### src/rtl/pips_pkg.sv
// Shared types and codes for the point-in-polygon select block.
// No dependencies; imported by point_in_polygon_select_top.
`timescale 1ns / 1ps
`default_nettype none

package pips_pkg;

  // Configuration register indexes
  localparam int CFG_IDX_W = 3;

  typedef enum logic [CFG_IDX_W-1:0] {
    REG_MODE     = 3'd0,
    REG_INVERT   = 3'd1,
    REG_BOX_LO_X = 3'd2,
    REG_BOX_HI_X = 3'd3,
    REG_BOX_LO_Y = 3'd4,
    REG_BOX_HI_Y = 3'd5
  } cfg_reg_t;

  // Request kinds carried in tuser bit 0
  localparam logic FUNC_VERTEX = 1'b0;
  localparam logic FUNC_POINT  = 1'b1;

  // Selection modes
  localparam logic MODE_BOX   = 1'b0;
  localparam logic MODE_LASSO = 1'b1;

  // Reset patterns of the box bounds, cut to the coordinate width
  localparam logic [31:0] BOX_LO_RST = 32'h0000_8000;
  localparam logic [31:0] BOX_HI_RST = 32'h0000_7FFF;

  typedef enum logic [1:0] {
    ST_IDLE,
    ST_WALK,
    ST_DRAIN,
    ST_EMIT
  } state_t;

endpackage

`default_nettype wire

### src/rtl/point_in_polygon_select_top.sv
// Point-in-polygon select: box or lasso (crossing-number) point selection.
// Depends on pips_pkg (types, codes) and pips_ram (vertex store).
//
//  channel | dir | handshake         | payload
//  --------+-----+-------------------+------------------------------------------
//  s_*     | in  | s_tvalid/s_tready | tuser {restart, func}, tdata {y, x}
//  m_*     | out | m_tvalid/m_tready | tdata {pad, truncated, selected}
//  cfg_*   | in  | cfg_we            | cfg_index, cfg_data (no read-back)
//
// Flow: a vertex request is a single RAM write. A box-mode point or a lasso
// point with fewer than two vertices goes straight from idle to emit. A
// lasso point walks the list: the walk reads one vertex per cycle from the
// single RAM read port, then drains a three-stage segment pipeline
// (compare, multiply, sum/sign) before the result is emitted.
// Reset (rst, synchronous) empties the vertex list and clears the overflow
// flag; the RAM contents are not cleared and only entries below the count
// are ever read.
// Stalls: one request is worked at a time; the output register lets a new
// request enter while the previous result waits for m_tready.
`timescale 1ns / 1ps
`default_nettype none

module point_in_polygon_select_top #(
  parameter int MAX_VERTICES = 64,
  parameter int COORD_BITS   = 16
) (
  input  wire logic                                   clk,
  input  wire logic                                   rst,
  // input stream
  input  wire logic                                   s_tvalid,
  output logic                                        s_tready,
  input  wire logic [((2*COORD_BITS+7)/8)*8-1:0]      s_tdata,  // coord_x, coord_y, pad
  input  wire logic [1:0]                             s_tuser,  // func, restart
  // result stream
  output logic                                        m_tvalid,
  input  wire logic                                   m_tready,
  output logic [7:0]                                  m_tdata,  // selected, truncated, pad
  // configuration
  input  wire logic                                   cfg_we,
  input  wire logic [pips_pkg::CFG_IDX_W-1:0]         cfg_index,
  input  wire logic [COORD_BITS-1:0]                  cfg_data
);

  import pips_pkg::*;

  localparam int W  = COORD_BITS;
  localparam int D  = W + 1;              // coordinate difference
  localparam int P  = 2 * D;              // product
  localparam int S  = P + 1;              // sum of products
  localparam int AW = $clog2(MAX_VERTICES);
  localparam int CW = $clog2(MAX_VERTICES + 1);

  // ---------------------------------------------------------------------------
  // Configuration registers
  // ---------------------------------------------------------------------------
  logic                mode;
  logic                invert;
  logic signed [W-1:0] box_lo_x, box_hi_x, box_lo_y, box_hi_y;

  always_ff @(posedge clk) begin
    if (rst) begin
      mode     <= MODE_BOX;
      invert   <= 1'b0;
      box_lo_x <= BOX_LO_RST[W-1:0];
      box_hi_x <= BOX_HI_RST[W-1:0];
      box_lo_y <= BOX_LO_RST[W-1:0];
      box_hi_y <= BOX_HI_RST[W-1:0];
    end else if (cfg_we) begin
      case (cfg_reg_t'(cfg_index))
        REG_MODE:     mode     <= cfg_data[0];
        REG_INVERT:   invert   <= cfg_data[0];
        REG_BOX_LO_X: box_lo_x <= cfg_data;
        REG_BOX_HI_X: box_hi_x <= cfg_data;
        REG_BOX_LO_Y: box_lo_y <= cfg_data;
        REG_BOX_HI_Y: box_hi_y <= cfg_data;
        default: ;    // drop writes beyond the register list
      endcase
    end
  end

  // ---------------------------------------------------------------------------
  // Request decode
  // ---------------------------------------------------------------------------
  logic                in_acc;
  logic                req_func, req_restart;
  logic signed [W-1:0] req_x, req_y;

  assign in_acc      = s_tvalid && s_tready;
  assign req_func    = s_tuser[0];
  assign req_restart = s_tuser[1];
  assign req_x       = s_tdata[W-1:0];
  assign req_y       = s_tdata[2*W-1:W];

  // ---------------------------------------------------------------------------
  // State machine
  // ---------------------------------------------------------------------------
  state_t state, state_next;

  logic [CW-1:0] vcnt;          // stored vertex count
  logic          ovf;           // overflow flag
  logic [AW-1:0] rd_addr;       // walk read pointer
  logic [AW-1:0] last_addr;
  logic [CW-1:0] vcnt_m1;
  logic          rd_vld, rd_first;
  logic          s1_v, s2_v;
  logic          pipe_busy;
  logic          out_free;
  logic          rd_en;
  logic          emit;

  assign vcnt_m1   = vcnt - CW'(1);
  assign last_addr = vcnt_m1[AW-1:0];
  assign pipe_busy = rd_vld || s1_v || s2_v;
  assign out_free  = !m_tvalid || m_tready;

  always_ff @(posedge clk) begin
    if (rst) begin
      state <= ST_IDLE;
    end else begin
      state <= state_next;
    end
  end

  always_comb begin
    state_next = state;
    case (state)
      ST_IDLE: begin
        if (in_acc && req_func == FUNC_POINT) begin
          if (mode == MODE_BOX || vcnt < CW'(2)) begin
            state_next = ST_EMIT;
          end else begin
            state_next = ST_WALK;
          end
        end
      end
      ST_WALK: begin
        if (rd_addr == last_addr) begin
          state_next = ST_DRAIN;
        end
      end
      ST_DRAIN: begin
        if (!pipe_busy) begin
          state_next = ST_EMIT;
        end
      end
      ST_EMIT: begin
        if (out_free) begin
          state_next = ST_IDLE;
        end
      end
      default: state_next = ST_IDLE;
    endcase
  end

  always_comb begin
    s_tready = (state == ST_IDLE);
    rd_en    = (state == ST_WALK);
    emit     = (state == ST_EMIT) && out_free;
  end

  // ---------------------------------------------------------------------------
  // Vertex store. Writes happen only in idle and reads only during a walk,
  // so the two ports never touch the same entry in one cycle.
  // ---------------------------------------------------------------------------
  logic          vtx_we;
  logic [CW-1:0] vtx_base;
  logic [2*W-1:0] rd_data;

  assign vtx_base = req_restart ? '0 : vcnt;
  assign vtx_we   = in_acc && (req_func == FUNC_VERTEX) &&
                    (vtx_base < CW'(MAX_VERTICES));

  pips_ram #(
    .WIDTH (2 * W),
    .DEPTH (MAX_VERTICES)
  ) u_vtx_ram (
    .clk   (clk),
    .we    (vtx_we),
    .waddr (vtx_base[AW-1:0]),
    .wdata ({req_y, req_x}),
    .re    (rd_en),
    .raddr (rd_addr),
    .rdata (rd_data)
  );

  // Append or drop the vertex; a restart empties the list and the flag first.
  always_ff @(posedge clk) begin
    if (rst) begin
      vcnt <= '0;
      ovf  <= 1'b0;
    end else if (in_acc && req_func == FUNC_VERTEX) begin
      if (vtx_we) begin
        vcnt <= vtx_base + CW'(1);
      end
      if (req_restart) begin
        ovf <= 1'b0;
      end else if (!vtx_we) begin
        ovf <= 1'b1;
      end
    end
  end

  // ---------------------------------------------------------------------------
  // Walk: issue one read per cycle, vertex 0 first
  // ---------------------------------------------------------------------------
  logic signed [W-1:0] px, py;

  always_ff @(posedge clk) begin
    if (in_acc && req_func == FUNC_POINT) begin
      px      <= req_x;
      py      <= req_y;
      rd_addr <= '0;
    end else if (rd_en) begin
      rd_addr <= rd_addr + AW'(1);
    end
  end

  always_ff @(posedge clk) begin
    if (rst) begin
      rd_vld   <= 1'b0;
      rd_first <= 1'b0;
    end else begin
      rd_vld   <= rd_en;
      rd_first <= rd_en && (rd_addr == '0);
    end
  end

  // ---------------------------------------------------------------------------
  // Segment stage 1: y straddle and x side tests, differences
  // ---------------------------------------------------------------------------
  logic signed [W-1:0] prev_x, prev_y, cur_x, cur_y;
  logic                seg_v, y_cross, x0_lt, x1_lt, seg_cnt, seg_mul;

  assign cur_x   = rd_data[W-1:0];
  assign cur_y   = rd_data[2*W-1:W];
  assign seg_v   = rd_vld && !rd_first;
  assign y_cross = (prev_y > py) != (cur_y > py);
  assign x0_lt   = prev_x < px;
  assign x1_lt   = cur_x < px;
  assign seg_cnt = y_cross && !x0_lt && !x1_lt;
  assign seg_mul = y_cross && (x0_lt != x1_lt);

  logic                s1_cnt, s1_mul, s1_dypos;
  logic signed [D-1:0] s1_a0, s1_dy, s1_b0, s1_dx;

  always_ff @(posedge clk) begin
    if (rd_vld) begin
      prev_x <= cur_x;
      prev_y <= cur_y;
    end
    s1_cnt   <= seg_cnt;
    s1_mul   <= seg_mul;
    s1_dypos <= cur_y > prev_y;
    s1_a0    <= $signed({prev_x[W-1], prev_x}) - $signed({px[W-1], px});
    s1_dy    <= $signed({cur_y[W-1], cur_y}) - $signed({prev_y[W-1], prev_y});
    s1_b0    <= $signed({py[W-1], py}) - $signed({prev_y[W-1], prev_y});
    s1_dx    <= $signed({cur_x[W-1], cur_x}) - $signed({prev_x[W-1], prev_x});
  end

  // ---------------------------------------------------------------------------
  // Segment stage 2: cross products, one multiplier per term
  // ---------------------------------------------------------------------------
  logic                s2_cnt, s2_mul, s2_dypos;
  logic signed [P-1:0] s2_pa, s2_pb, pa_next, pb_next;

  assign pa_next = s1_a0 * s1_dy;
  assign pb_next = s1_b0 * s1_dx;

  always_ff @(posedge clk) begin
    s2_cnt   <= s1_cnt;
    s2_mul   <= s1_mul;
    s2_dypos <= s1_dypos;
    s2_pa    <= pa_next;
    s2_pb    <= pb_next;
  end

  always_ff @(posedge clk) begin
    if (rst) begin
      s1_v <= 1'b0;
      s2_v <= 1'b0;
    end else begin
      s1_v <= seg_v;
      s2_v <= s1_v;
    end
  end

  // ---------------------------------------------------------------------------
  // Segment stage 3: sign of the sum, corrected by the sign of dy
  // ---------------------------------------------------------------------------
  logic signed [S-1:0] cross_sum;
  logic                sum_neg, sum_zero, seg_hit;

  assign cross_sum = $signed({s2_pa[P-1], s2_pa}) + $signed({s2_pb[P-1], s2_pb});
  assign sum_neg   = cross_sum[S-1];
  assign sum_zero  = (cross_sum == '0);
  assign seg_hit   = s2_cnt ||
                     (s2_mul && (s2_dypos ? !sum_neg : (sum_neg || sum_zero)));

  // Parity of crossings for a lasso walk; box verdict otherwise.
  logic parity;
  logic box_hit;

  assign box_hit = (req_x >= box_lo_x) && (req_x <= box_hi_x) &&
                   (req_y >= box_lo_y) && (req_y <= box_hi_y);

  always_ff @(posedge clk) begin
    if (in_acc && req_func == FUNC_POINT) begin
      parity <= (mode == MODE_BOX) ? box_hit : 1'b0;
    end else if (s2_v && seg_hit) begin
      parity <= ~parity;
    end
  end

  // ---------------------------------------------------------------------------
  // Output register
  // ---------------------------------------------------------------------------
  always_ff @(posedge clk) begin
    if (rst) begin
      m_tvalid <= 1'b0;
    end else if (emit) begin
      m_tvalid <= 1'b1;
    end else if (m_tready) begin
      m_tvalid <= 1'b0;
    end
  end

  always_ff @(posedge clk) begin
    if (emit) begin
      m_tdata <= {6'b0, ovf, parity ^ invert};
    end
  end

  // ---------------------------------------------------------------------------
  // Assertions
  // ---------------------------------------------------------------------------
  a_vcnt_bound: assert property (@(posedge clk) disable iff (rst)
    vcnt <= CW'(MAX_VERTICES))
    else $error("vertex count beyond capacity");

  a_reads_in_walk: assert property (@(posedge clk) disable iff (rst)
    rd_vld |-> (state == ST_WALK || state == ST_DRAIN))
    else $error("vertex read outside a walk");

  a_emit_flag: assert property (@(posedge clk) disable iff (rst)
    emit |=> (m_tvalid && m_tdata[1] == $past(ovf)))
    else $error("truncated field does not match overflow flag");

  a_no_seg_in_idle: assert property (@(posedge clk) disable iff (rst)
    (state == ST_IDLE || state == ST_EMIT) |-> !pipe_busy)
    else $error("segment pipeline busy outside a walk");

endmodule

`default_nettype wire

### src/rtl/pips_ram.sv
// Generic single-write, single-read RAM with registered read data.
// No dependency on pips_pkg; no imports needed.
`timescale 1ns / 1ps
`default_nettype none

module pips_ram #(
  parameter int WIDTH = 32,
  parameter int DEPTH = 64
) (
  input  wire logic                     clk,
  input  wire logic                     we,
  input  wire logic [$clog2(DEPTH)-1:0] waddr,
  input  wire logic [WIDTH-1:0]         wdata,
  input  wire logic                     re,
  input  wire logic [$clog2(DEPTH)-1:0] raddr,
  output logic      [WIDTH-1:0]         rdata
);

  logic [WIDTH-1:0] mem [DEPTH];

  always_ff @(posedge clk) begin
    if (we) begin
      mem[waddr] <= wdata;
    end
    if (re) begin
      rdata <= mem[raddr];
    end
  end

endmodule

`default_nettype wire
### config.mk
export PLATFORM = sky130hd
export DESIGN_NAME = point_in_polygon_select_top
export DESIGN_NICKNAME = d
export VERILOG_FILES = /design/src/rtl/pips_pkg.sv /design/src/rtl/point_in_polygon_select_top.sv /design/src/rtl/pips_ram.sv
export SDC_FILE = /design/constraint.sdc
export NUM_CORES = 2
export LEC_CHECK = 0
export BUFFER_PORTS_ARGS = -buffer_cell sky130_fd_sc_hd__buf_2
export CAP_MARGIN = 20
export CORE_ASPECT_RATIO = 1.1
export CORE_MARGIN = 2
export CORE_UTILIZATION = 60
export DETAILED_ROUTE_END_ITERATION = 6
export GPL_TIMING_DRIVEN = 0
export PLACE_DENSITY_LB_ADDON = 0.3
export SYNTH_ARGS = -nofsm -noshare
export SYNTH_HDL_FRONTEND = slang
export SYNTH_SLANG_ARGS = --single-unit
### constraint.sdc
create_clock -name clk -period 11.97 [get_ports clk]
set_input_delay 0.5985 -clock clk [delete_from_list [all_inputs] [get_ports clk]]
set_output_delay 0.5985 -clock clk [all_outputs]
set_load 0.01 [all_outputs]
Word level (Yosys, flattened, before mapping)
Memory sizes are Yosys's and may differ from the RTL's. A register that Yosys moved wholly into a read port is not among the register bits.
Cells that the tools add are included.
{ "classes": {"mux": 17, "mul": 2, "n_addsub": 8, "order_cmp": 11, "n_eq_ne": 16, "reduce_logical": 41, "bitwise_logic": 4} }
{ "op_table": {"columns": ["op", "n"], "rows": [
  ["17-bit by 17-bit multiplier with 34-bit output", 2],
  ["16-bit by 16-bit subtractor with 17-bit output", 4],
  ["16-bit greater-than comparator", 3],
  ["34-bit by 34-bit adder with 35-bit output", 1],
  ["35-bit logical NOT", 1],
  ["16-bit >= comparator", 2],
  ["16-bit <= comparator", 2],
  ["16-bit less-than comparator", 2],
  ["2-bit AND reduction", 8],
  ["1-bit logical AND", 15],
  ["1-bit 2-to-1 mux", 10],
  ["2-bit 2-to-1 mux", 5],
  ["2-bit case mux with 4 select lines", 1],
  ["7-bit by 1-bit adder with 7-bit output (second input constant)", 1],
  ["7-bit by 2-bit less-than comparator with 1-bit output (second input constant)", 1],
  ["7-bit less-than comparator (second input constant)", 1],
  ["7-bit 2-to-1 mux", 1],
  ["6-bit by 1-bit adder with 6-bit output (second input constant)", 1],
  ["3-bit by 2-bit == test with 1-bit output (second input constant)", 2],
  ["3-bit == test (second input constant)", 2],
  ["6-bit == test", 1],
  ["6-bit logical NOT", 1],
  ["1-bit logical OR", 6],
  ["2-bit inequality test (second input constant)", 3],
  ["other kinds (13)", 23]
]} }
{ "word_totals": {"elab_cells": 133, "mem_count": 1, "mem_bits_rw": 2048, "regBits": 296, "output_inout_bits": 10} }
{ "mem_list": {"columns": ["memory", "words", "width", "read_ports", "rd_clocked_by_memory_dff", "wr", "line", "rtl"], "rows": [
  ["u_vtx_ram.mem", 64, 32, 1, 1, 1, "pips_ram.sv:19", "logic [WIDTH-1:0] mem [DEPTH];"]
]} }

Depth between registers and ports, before layout
{ "logic_depth": {"word_depth": 9, "depth_mapped": 26} }

Cells and area by module
Synthesis repeated with hierarchy kept, for this count alone.
{ "unflattened": {"hier_cells": 7413, "area_unflattened_um2": 116362.9} }
{ "modules_own_cells": {"columns": ["module", "instances", "seq_area_each_um2", "area_per_inst_um2", "cells_each"], "rows": [
  ["pips_ram", 1, 62459.9, 78835.6, 3324],
  ["point_in_polygon_select_top", 1, 6596.3, 37527.2, 4089]
]} }

Worst setup path after synthesis
OpenSTA, ideal clock, no wires.
{ "synth_path": {"path_kind": "register to register", "startpoint": "register s1_b0[11]", "endpoint": "register s2_pb[24]", "setup_ns": 0.072, "stages_incl_launch_ff": 24, "synth_period_minus_slack_ns": 6.290, "required_time_ns": 11.898, "arrival_time_ns": 6.217, "path_buffers": 1, "slack_ns": 5.680, "cell_sequence": "dfxtp_1 > clkbuf_1 > nand2_1 > fa_1 > fa_1 > fa_1 > inv_1 > fa_1 > fa_1 > inv_1 > fa_1 > inv_1 > ha_1 > a21o_1 > a21o_1 > a21o_1 > or3_1 > o211ai_1 > o21ai_1 > o22ai_1 > o21bai_1 > a311o_1 > a21oi_1 > xnor2_1"} }
{ "synth_via": {"elab_chain_len": 1} }
{ "synth_lines": {"columns": ["element", "line", "rtl"], "rows": [
  ["start, declared", "point_in_polygon_select_top.sv:244", "logic signed [D-1:0] s1_a0, s1_dy, s1_b0, s1_dx;"],
  ["start signal, assigned", "point_in_polygon_select_top.sv:256", "s1_b0 <= $signed({py[W-1], py}) - $signed({prev_y[W-1], prev_y});"],
  ["17-bit by 17-bit multiplier with 34-bit output", "point_in_polygon_select_top.sv:267", "assign pb_next = s1_b0 * s1_dx;"],
  ["via pb_next[24]", "point_in_polygon_select_top.sv:264", "logic signed [P-1:0] s2_pa, s2_pb, pa_next, pb_next;"],
  ["end signal, assigned", "point_in_polygon_select_top.sv:274", "s2_pb <= pb_next;"],
  ["end, declared", "point_in_polygon_select_top.sv:264", null]
]} }
The timed path passes the listed nets, and every way through them passes these cells.
A chain may end at the register's enable or synchronous reset.

Final worst setup path
{ "layout_path": {"startpoint": "register s1_b0[8]", "endpoint": "register s2_pb[24]"} }
Same word-level chain as after synthesis.

==> results.toml <==
[synth]
synth-edff-count = 2147
synth-async-reset-ratio_pct = 0
synth_compound_area_share_pct = 3.23
syn_area_sq_mm = 0.116
synth_xor_area_share_pct = 0.987
synthMuxAreaShare_pct = 12.7
synth_top_family_by_area = "adder cells"
yosys.area_share.simple_pct = 5.65
yosys.area_share.adder_pct = 14.3
synthFlopType = "edfxtp_1"
ys_seq_elements = 2376
yosysWarnings = 0
seq_area_frac_synth_pct = 59.4
synth.avg_cell_area_sq_um = 16.2
yosysUniqueCellTypes = 87
synth_cells = 7188

[setup_path]
path_cells = "clkbuf_1, nand2_1, fa_1, fa_1, fa_1, inv_1, fa_1, fa_1, inv_1, fa_1, inv_1, ha_1, a21o_1, a21o_1, a21o_1, or3_1, o211ai_1, o21ai_1, o22ai_1, o21bai_1, a311o_1, a21oi_1, xnor2_1"
cp_max_fo = 10
reg2reg_from = "s1_b0[8]$_DFF_P_"
crit_top_cell = "fa_1"
required_ps = 12730
reg2regPathDepth = 23
crit_type = "reg -> reg"
start_kind = "flop"
crit_start = "s1_b0[8]$_DFF_P_"
worstPathArrival_ps = 8530
critPathSlowestCell = "clkbuf_1"
max_stage_delay_ps = 700
ff2ff_setup_slack_ps = 4200
worstSetupEndpointType = "flop"
reg2reg_to = "s2_pb[24]$_DFF_P_"

[sta]
relSlewSlack_pct = 14.9
setup_violations = 0
fin_crit_ps = 7770
max_freq_mhz = 129
worstMarginPinSlew_ps = 1280
rsz0062_at_grt = "no"
min_period_over_period_pct = 64.9
clock_skew_ps = 73.7
slew_viol_final = 0
hold_viol_final = 0
setup_tns_ps = 0

[clock_tree]
htreeDepth = 4
clockBufferDepth = 3
clk_pin_slew_worst_paths_ps = 60
cts_tree = "done"
clock_latency_ps = 890
numCtsBuffers = 220
post-cts-setup-buffers = 0
cts_root_buf = "clkbuf_16"
clock-sinks = 2376

[route]
routedWlPerCell_um = 32.1
initialDrtViolationCount = 8389
wl_um = 334000
viasPerCell = 6.45
first_pass_iters = 6
dr_total_vias = 67000
route.detailed.drc = 0
antenna_left = 0

[finish]
n_fill_cell = 12400
fin_nets = 8636
syn_to_final_growth_pct = 12.0
drive_gt1_share_pct = 16.4

[grt]
antenna_found_initial = 36
grt_pass1_wl_um = 481000
gr-total-overflow = 0
grt_max_degree = 68
grt_pass1_vias = 69100
grt_use_total_pct = 34.4

[floorplan]
start_util_pct = 60.3
fp.dieW_um = 424
rows = 169
dieArea_sq_mm = 0.197
core_sq_mm = 0.193
boundaryPins = 68
die_h_um = 466

[placed_design]
place_congestion = 0.998
io_buffers = 58
dp_hpwl_um = 224000

[min_path]
hp-start = "cfg_data[1]"
hold_path_class = "in -> reg"
holdPathStages = 3
holdPathEnd = "box_lo_y[1]$_SDFFE_PP0P_"

[flow_run]
maxCapViolCount = 0

[outcome]
status = "complete, no violations"
==> through the flow <==
stage / instance area, sq um / setup slack (ps) / hold WS, ps / utilization, % / cells
final: 130000 / 4200 / 48.6 / 67.6 / 10400
after floorplan: 116000 / 5680 / 310 / - / 7193
after global placement: 120000 / 4550 / 314 / 62.1 / 9816
after global routing: 130000 / 4010 / 27.2 / 67.5 / 10400
after detailed placement: 123000 / 4370 / 312 / 63.6 / 9926
after CTS: 130000 / 4320 / 0.897 / 67.4 / 10300
==> final cells by class <==
cell class,count,area (sq um),area share (%)
Multi-Input combinational cell,3694,43300,33.3
Clock buffer,280,5900,4.53
Tap cell,2565,3210,2.47
Buffer,285,1190,0.912
Timing Repair Buffer,192,2960,2.27
Clock inverter,132,1300,0.996
Antenna cell,22,55.1,0.0423
Sequential cell,2376,69100,53.1
Inverter,838,3150,2.42
==> worst max-delay path by stage <==
stage	to	slack [ps]	cells after the start
2_1_floorplan	s2_pb[24]$_DFF_P_	5680	23
3_3_place_gp	s2_pa[33]$_DFF_P_	4550	21
3_5_place_dp	s2_pb[24]$_DFF_P_	4370	23
4_1_cts	s2_pb[24]$_DFF_P_	4320	23
5_1_grt	s2_pa[33]$_DFF_P_	4010	21
6_report	s2_pb[24]$_DFF_P_	4200	23
==> cell usage in the layout, fill, tap and decap left out, types with 36 or more instances in the layout <==
master	instances
fa_1	597
clkinv_1	48
nor2b_1	77
o21ai_0	103
clkbuf_16	225
a21o_1	51
xnor2_1	101
a31oi_1	42
inv_1	837
a211oi_1	43
mux4_2	650
nand2b_1	36
buf_12	71
and2_1	298
buf_1	43
nor2_1	179
ha_1	374
nor3_1	39
buf_2	60
nand3_1	55
dfxtp_1	228
nand2_1	496
a21oi_1	149
edfxtp_1	2147
clkinv_2	44
clkbuf_1	264
nor2_4	64
o211ai_1	42
==> cell usage after synthesis, types with 43 or more instances <==
master / count / area (sq um)
nand2_1: 496 / 1860
edfxtp_1: 2147 / 64500
buf_1: 45 / 169
nor2_1: 243 / 912
fa_1: 597 / 12000
o21ai_0: 103 / 515
dfxtp_1: 229 / 4580
and2_1: 298 / 1860
xnor2_1: 101 / 885
a211oi_1: 43 / 323
clkbuf_1: 217 / 815
nand3_1: 55 / 275
nor2b_1: 77 / 482
a21o_1: 51 / 383
a21oi_1: 149 / 746
mux4_2: 650 / 14600
ha_1: 374 / 4680
inv_1: 837 / 3140
==> routing by layer <==
layer,share of wire [%],up-vias,global-route usage [%]
met4,7.3,30,21.5
li1,-,27200,-
met3,9.4,969,7.18
met1,34,34400,41.8
met5,0.058,-,0
met2,50,4369,56.9
==> logic make-up after synthesis <==
| group | after synthesis |
|---|---|
| flip-flops | 2376 |
| buffers and inverters | 1123 |
| XOR/XNOR | 131 |
| other | 1 |
| multiplexers | 658 |
| AND/OR/NAND/NOR | 1351 |
| AO/OA/AOI/OAI | 577 |
| adder cells (fa/ha/maj) | 971 |
==> worst max-delay path, delay by kind of cell, from the launching register on <==
kind / cells / cell delay (ps)
flip-flops: 1 / 630
buffers and inverters: 4 / 850
AND/OR/NAND/NOR: 2 / 480
adder cells (fa/ha/maj): 7 / 3320
XOR/XNOR: 1 / 230
AO/OA/AOI/OAI: 9 / 2130
==> flip-flops by register name, indices dropped and copies added, names as in the netlist, 17 cells and up <==
register,flops
u_vtx_ram.mem,2048
s2_pa,34
s2_pb,34
u_vtx_ram.rdata,32
s1_a0,17
s1_b0,17
s1_dx,17
s1_dy,17
==> what timing repair did <==
action	4_1_cts	5_1_grt
hold endpoints to repair	5	0
setup endpoints to repair	0	0
hold buffers	5	0
resized for setup	0	0
Power is left out: the tool's default activity adds up to more than one toggle a clock period on the data nets, which glitch-free logic cannot reach.
